--- config.mk ---
export PLATFORM = sky130hd
export DESIGN_NAME = hsi_bucket
export DESIGN_NICKNAME = d
export VERILOG_FILES = /design/src/rtl/hsi_pkg.sv /design/src/rtl/hsi_bucket.sv
export SDC_FILE = /design/constraint.sdc
export NUM_CORES = 1
export LEC_CHECK = 0
export ABC_AREA = 1
export BUFFER_PORTS_ARGS = -buffer_cell sky130_fd_sc_hd__buf_2
export CAP_MARGIN = 40
export CORE_AREA = 10 10 59 61
export CTS_BUF_LIST = sky130_fd_sc_hd__clkbuf_4 sky130_fd_sc_hd__clkbuf_8 sky130_fd_sc_hd__clkbuf_16
export CTS_CLUSTER_DIAMETER = 150
export DETAILED_ROUTE_END_ITERATION = 16
export DIE_AREA = 0 0 69 71
export PLACE_DENSITY = 0.82
export SLEW_MARGIN = 10
export SYNTH_ARGS = -nofsm -noshare
export SYNTH_HDL_FRONTEND = slang
export SYNTH_SLANG_ARGS = --single-unit
--- constraint.sdc ---
create_clock -name clock -period 3.15 [get_ports clock]
set_input_delay 0.63 -clock clock [delete_from_list [all_inputs] [get_ports clock]]
set_output_delay 0.63 -clock clock [all_outputs]
set_load 0.1 [all_outputs]
--- src/rtl/hsi_pkg.sv ---
// ----------------------------------------------------------------------------
// hsi_pkg: shared types and codes for the hash set block
// Key and status types, operation and status codes, sequencer states.
// ----------------------------------------------------------------------------
package hsi_pkg;

   localparam int KEY_W    = 32;
   localparam int STATUS_W = 3;

   typedef logic signed [KEY_W-1:0] key_type;
   typedef logic [STATUS_W-1:0]     status_type;

   // operation codes
   localparam logic OP_INSERT = 1'b0;
   localparam logic OP_LOOKUP = 1'b1;

   // status codes
   localparam status_type ST_INSERTED  = 3'd0;
   localparam status_type ST_DUPLICATE = 3'd1;
   localparam status_type ST_PRESENT   = 3'd2;
   localparam status_type ST_ABSENT    = 3'd3;
   localparam status_type ST_FULL      = 3'd4;

   // main sequencer
   typedef enum logic [2:0] {
      S_CLEAR,
      S_IDLE,
      S_HASH,
      S_SCAN,
      S_DRAIN,
      S_RESP
   } hsi_state_type;

   // bucket index unit
   typedef enum logic [2:0] {
      BK_IDLE,
      BK_MULQ,
      BK_MULR,
      BK_FOLD,
      BK_ADJ
   } bkt_state_type;

endpackage

--- src/rtl/hsi_bucket.sv ---
// ----------------------------------------------------------------------------
// hsi_bucket: bucket index unit
// Non-negative key mod BUCKETS through one shared 32x32 multiplier:
// reciprocal estimate, back-multiply, one fold, then the sign-offset fix.
// ----------------------------------------------------------------------------
module hsi_bucket #(
   parameter int BUCKETS = 1024
) (
   input  logic                       clock,
   input  logic                       reset,
   input  logic                       start,
   input  hsi_pkg::key_type           key,
   output logic                       done,
   output logic [$clog2(BUCKETS)-1:0] bucket
);
   import hsi_pkg::*;

   localparam int BW = $clog2(BUCKETS);
   // key is offset by 2^31 to make it unsigned; this folds the offset back
   localparam logic [63:0] RECIP_W   = (64'd1 << 32) / BUCKETS;
   localparam logic [63:0] OFFSET_W  = (64'd1 << 31) % BUCKETS;
   localparam logic [63:0] ADDBACK_W = 64'(BUCKETS) - OFFSET_W;

   bkt_state_type state_ff, state_in;

   logic [31:0]   u_ff, u_in;
   logic [63:0]   prod_ff, prod_in;
   logic [BW-1:0] rem_ff, rem_in;
   logic [BW-1:0] bucket_ff, bucket_in;
   logic          done_ff, done_in;

   logic [31:0]   mul_a;
   logic [31:0]   mul_b;
   logic [63:0]   mul_p;
   logic [31:0]   fold_diff;
   logic [BW:0]   wrap_sum;

   // the one shared multiplier
   assign mul_p     = {32'd0, mul_a} * {32'd0, mul_b};
   assign fold_diff = u_ff - prod_ff[31:0];
   assign wrap_sum  = {1'b0, rem_ff} + (BW+1)'(ADDBACK_W);

   always_comb begin
      state_in = state_ff;
      case (state_ff)
         BK_IDLE: begin
            if (start) state_in = BK_MULQ;
         end
         BK_MULQ: state_in = BK_MULR;
         BK_MULR: state_in = BK_FOLD;
         BK_FOLD: state_in = BK_ADJ;
         BK_ADJ:  state_in = BK_IDLE;
         default: state_in = BK_IDLE;
      endcase
   end

   always_comb begin
      u_in      = u_ff;
      prod_in   = prod_ff;
      rem_in    = rem_ff;
      bucket_in = bucket_ff;
      done_in   = 1'b0;
      mul_a     = prod_ff[63:32];
      mul_b     = 32'(BUCKETS);
      case (state_ff)
         BK_IDLE: begin
            if (start) u_in = {~key[31], key[30:0]};
         end
         BK_MULQ: begin
            // quotient estimate, low by at most one
            mul_a   = u_ff;
            mul_b   = RECIP_W[31:0];
            prod_in = mul_p;
         end
         BK_MULR: begin
            mul_a   = prod_ff[63:32];
            mul_b   = 32'(BUCKETS);
            prod_in = mul_p;
         end
         BK_FOLD: begin
            if (fold_diff >= 32'(BUCKETS)) begin
               rem_in = BW'(fold_diff - 32'(BUCKETS));
            end else begin
               rem_in = BW'(fold_diff);
            end
         end
         BK_ADJ: begin
            if (rem_ff >= BW'(OFFSET_W)) begin
               bucket_in = rem_ff - BW'(OFFSET_W);
            end else begin
               bucket_in = BW'(wrap_sum);
            end
            done_in = 1'b1;
         end
         default: begin
            done_in = 1'b0;
         end
      endcase
   end

   always_ff @(posedge clock) begin
      if (reset) begin
         state_ff <= BK_IDLE;
         done_ff  <= 1'b0;
      end else begin
         state_ff <= state_in;
         done_ff  <= done_in;
      end
   end

   always_ff @(posedge clock) begin
      u_ff      <= u_in;
      prod_ff   <= prod_in;
      rem_ff    <= rem_in;
      bucket_ff <= bucket_in;
   end

   assign done   = done_ff;
   assign bucket = bucket_ff;

endmodule

# ---- Word level (Yosys, flattened, before mapping)
# Index checks and enable logic that the tools add are counted.
dict set report word_totals {
  latchBits 0
  register_bits 120
  memories 0
  in_bits 35
  romBits 0
  ramBits 0
  word_cells 28
}
dict set report classes {
  muxes 7
  order_cmp 2
  n_addsub 3
  bitwise 1
  eq_ne 5
  shifts 0
  reduce_logical 3
  n_div 0
  n_mul 1
}
# operator n
set op_table {}
lappend op_table {{32-bit by 32-bit multiplier with 64-bit output} 1}
lappend op_table {{32-bit by 11-bit greater-or-equal comparator with 1-bit output (second input constant)} 1}
lappend op_table {{32-bit 2-to-1 mux} 1}
lappend op_table {{32-bit subtractor} 1}
lappend op_table {{23-bit 2-to-1 mux} 1}
lappend op_table {{10-bit 2-to-1 mux} 2}
lappend op_table {{3-bit case mux with 4 select lines} 1}
lappend op_table {{10-bit by 1-bit adder with 10-bit output (second input constant)} 1}
lappend op_table {{10-bit by 1-bit greater-or-equal comparator with 1-bit output (second input constant)} 1}
lappend op_table {{10-bit by 1-bit subtractor with 10-bit output (second input constant)} 1}
lappend op_table {{3-bit by 2-bit equality test with 1-bit output (second input constant)} 2}
lappend op_table {{3-bit by 1-bit equality test with 1-bit output (second input constant)} 1}
lappend op_table {{3-bit equality test (second input constant)} 1}
lappend op_table {{3-bit logical NOT} 1}
lappend op_table {{3-bit 2-to-1 mux} 1}
lappend op_table {{2-bit inequality test (second input constant)} 1}
lappend op_table {{2-bit AND reduction} 1}
lappend op_table {{2-bit OR reduction} 1}
lappend op_table {{1-bit 2-to-1 mux} 1}
lappend op_table {{1-bit NOT} 1}

# ---- Longest topological paths before layout
dict set report logic_depth {
  word_depth 3
  depth_mapped 4
  ltp_nobuf 4
}

# ---- Least setup slack after synthesis
# No wires, ideal clock.
dict set report synth_path {
  kind {input to register}
  from {input port start}
  to {register u_ff[0], enable pin}
  path_stages 2
  path_buffers 0
  t_required_ns 2.760
  slack_ns 1.344
  setup_ns 0.390
  arrival_ns 1.416
  path_cell_list {inv_1 > nor3_1}
}
dict set report synth_via {
  elab_chain_cells 1
}
# item line_no
set synth_lines {}
lappend synth_lines {{start, declared} hsi_bucket.sv:11} ;# input logic start,
lappend synth_lines {{2-bit AND reduction (no line)} -}
lappend synth_lines {{end signal, assigned} hsi_bucket.sv:112} ;# u_ff <= u_in;
lappend synth_lines {{end, declared} hsi_bucket.sv:26} ;# logic [31:0] u_ff, u_in;
# Every way passes these cells.
# A chain may end at the register's enable or synchronous reset.

# ---- Worst setup path in the final report
dict set report layout_path {
  from {register bucket_ff[6], in the netlist bucket[6]}
  to {output port bucket[6]}
}
# item line_no
set layout_lines {}
lappend layout_lines {{start, declared} hsi_bucket.sv:29} ;# logic [BW-1:0] bucket_ff, bucket_in;
lappend layout_lines {{start signal, assigned} hsi_bucket.sv:115} ;# bucket_ff <= bucket_in;
lappend layout_lines {{end, declared} hsi_bucket.sv:14} ;# output logic [$clog2(BUCKETS)-1:0] bucket
# No word-level cell between the ends.

==> summary.txt <==
Status: finished clean
Vias in the first global route: 506
Top FF cell, synth: edfxtp_1
CTS Hold Bufs: 0
Ys async rst share: 0%
Share of the synthesized area in the top cell type: 83.62%
Slew HR: 49.36%
Placement-stage cell area: 1211 µm²
GRT Total Usage: 6.272%
CP max stage delay: 0.42 ns
Synth Area in Adders: 0%
DRC: 0
Num CTS Buffers: 5
Root Buffer Master: clkbuf_4
Port Buffers: 23
Synth unique cells: 9
N_diodes: 0
CTS clk-pin slew, worst paths: 0.09 ns
Wire per inst: 12.83 µm
Post-Route Skew: 0.007404 ns
GPL Wtd Cong: 0.7100
Cts repair resizes: 0
Peak Freq: 585.3 MHz
Die area: 4899 µm²
Critical path, cell by cell: buf_2
PD cells: 617.4 nW/µm²
Crit-path max FO: 1
Final Util: 53.25%
HPWL Detailed: 1.110 mm
Initial antenna violation count: 0
Starting Density: 45.13%
GRT Residual Overflow: 0
Startpoint class of the critical path: register
Compound-gate portion of the synthesized area: 0.4646%
Postcts setup bufs: 0
Clk buf depth: 2
Final Power: 0.0007849 W
Cell row count: 18
Most frequent cell after synthesis: edfxtp_1
Leak: 0.4799 nW
TNS Setup: 0 ns
Largest cells by area after synthesis: edfxtp_1 (84%), dfxtp_1 (7.4%), clkbuf_1 (2.4%)
Final worst path period share: 54.24%
I/O pin cnt: 46
First-pass GRT wire length: 2.304 mm
Post-Synth Simple-Gate Area: 4.646%
Maximum vdd ir drop: 0.0003319 V
Pin slew with the least headroom to its limit: 0.7568 ns
Die Span X: 69 µm
Worst endpoint data arrival time: 1.08 ns
RSZ-0062 raised after global routing: no
Cell count after synthesis: 58
Core area: 2387 µm²
Top delay family on crit path: buffers and inverters
Drt initial violations: 12
# H-tree levels: 2
Number of fill cells: 213
Combinational family with the most area after synthesis: simple AND/OR/NAND/NOR gates
Vias per inst: 4.363
HP Class: reg2reg
CP bufs+invs: 1
Dpl ws: 1.596 ns
Synthesis Warnings: 0
Mapped Area: 1077 µm²
Cell area after layout: 1271 µm²
Worst Path Required: 2.52 ns
Yosys top cell by area: edfxtp_1
Final hold violations: 0
Mapped Nets: 93
Synthesized flop and latch total: 34
CTS tree: built
Via count: 493
Final setup violation count: 0
Clock Sinks: 34
Post-Syn Area per Cell: 18.57 µm²
Seq/Total Area, Yosys: 91.06%
Worst-skew pair later-pin latency: 0.32 ns
Critical Path End Type: output pin
Total Routed Length: 1.450 mm
Post-layout min period: 1.708 ns
Multiplexer share of the synthesized area: 0%
Detail Route Antenna Nets: 0
Commonest cells post-synth: edfxtp_1 (30), clkbuf_1 (7), nor2_1 (6)
Worst Setup Path Type: reg2out
Post-synth EDFFs: 30
Share of cells above drive strength 1: 38.55%
Layout area overhead: 18.00%
Final Max Slew Viols: 0
Setup ws final: 1.442 ns
Layout Nets: 117
Post-synthesis xor/xnor area fraction: 0%
Die span in y: 71 µm
Largest net degree at the start of global routing: 11
Drt first pass iters: 4
Max-cap violations: 0
Critical-path top delay cell: buf_2
[state kept, by name, summed over array words and instances (netlist names)]
name / cells
done: 1
state_ff: 3
bucket: 10
rem_ff: 10
u_ff: 10
[where the power goes]
part / internal [W] / switching, W / total [W]
Combinational: 0.0000108 / 0.0000241 / 0.0000348
Sequential: 0.000509 / 0.00000524 / 0.000514
Clock: 0.000115 / 0.000121 / 0.000236
Total: 0.000634 / 0.000151 / 0.000785
[per-layer routing]
layer,track usage [%],vias to the layer above,wire length [µm]
li1,-,246,-
met1,5.430,216,521
met2,9.248,24,711
met3,3.766,7,146
met4,7.383,0,70
met5,0,-,0
[cells by family after synthesis]
family          count (synthesis)
compound gates                  1
buf+inv                        11
simple gates                   12
flops                          34
[worst paths after layout]
| check | startpoint | endpoint | slack, ns | depth (start not counted) |
|---|---|---|---|---|
| min | rem_ff[3]$_DFFE_PP_ | bucket[3]$_DFFE_PP_ | 0.42 | 0 |
| max | bucket[6]$_DFFE_PP_ | bucket[6] | 1.44 | 1 |
| min reg2reg | rem_ff[3]$_DFFE_PP_ | bucket[3]$_DFFE_PP_ | 0.42 | 0 |
| max reg2reg | state_ff[0]$_SDFFE_PP0P_ | rem_ff[0]$_DFFE_PP_ | 1.73 | 2 |
[layout make-up]
class                           instances  area (µm²)  share of cell area [%]
Clock buffer                            8       60.06                   4.724
Inverter                                4       15.01                   1.181
Multi-Input combinational cell         13       55.05                   4.331
Sequential cell                        34       980.9                   77.17
Tap cell                               30       37.54                   2.953
Timing Repair Buffer                   24       122.6                   9.646
[placed cells by master (no fill, tap or decap)]
master,instances
or2_1,1
dfxtp_1,4
nor3_1,2
nand2_1,3
buf_4,1
edfxtp_1,30
nor2_1,6
o21ai_0,1
buf_2,23
inv_1,4
clkbuf_4,8
[metrics by stage]
| stage | hold slack (ns) | cells |
|---|---|---|
| after floorplan | 0.4003 | 58 |
| after global placement | 0.4002 | 105 |
| after detailed placement | 0.4045 | 105 |
| after CTS | 0.4185 | 113 |
| after global routing | 0.4266 | 113 |
| final | 0.4156 | 113 |
(Power assumes the default switching activity.)
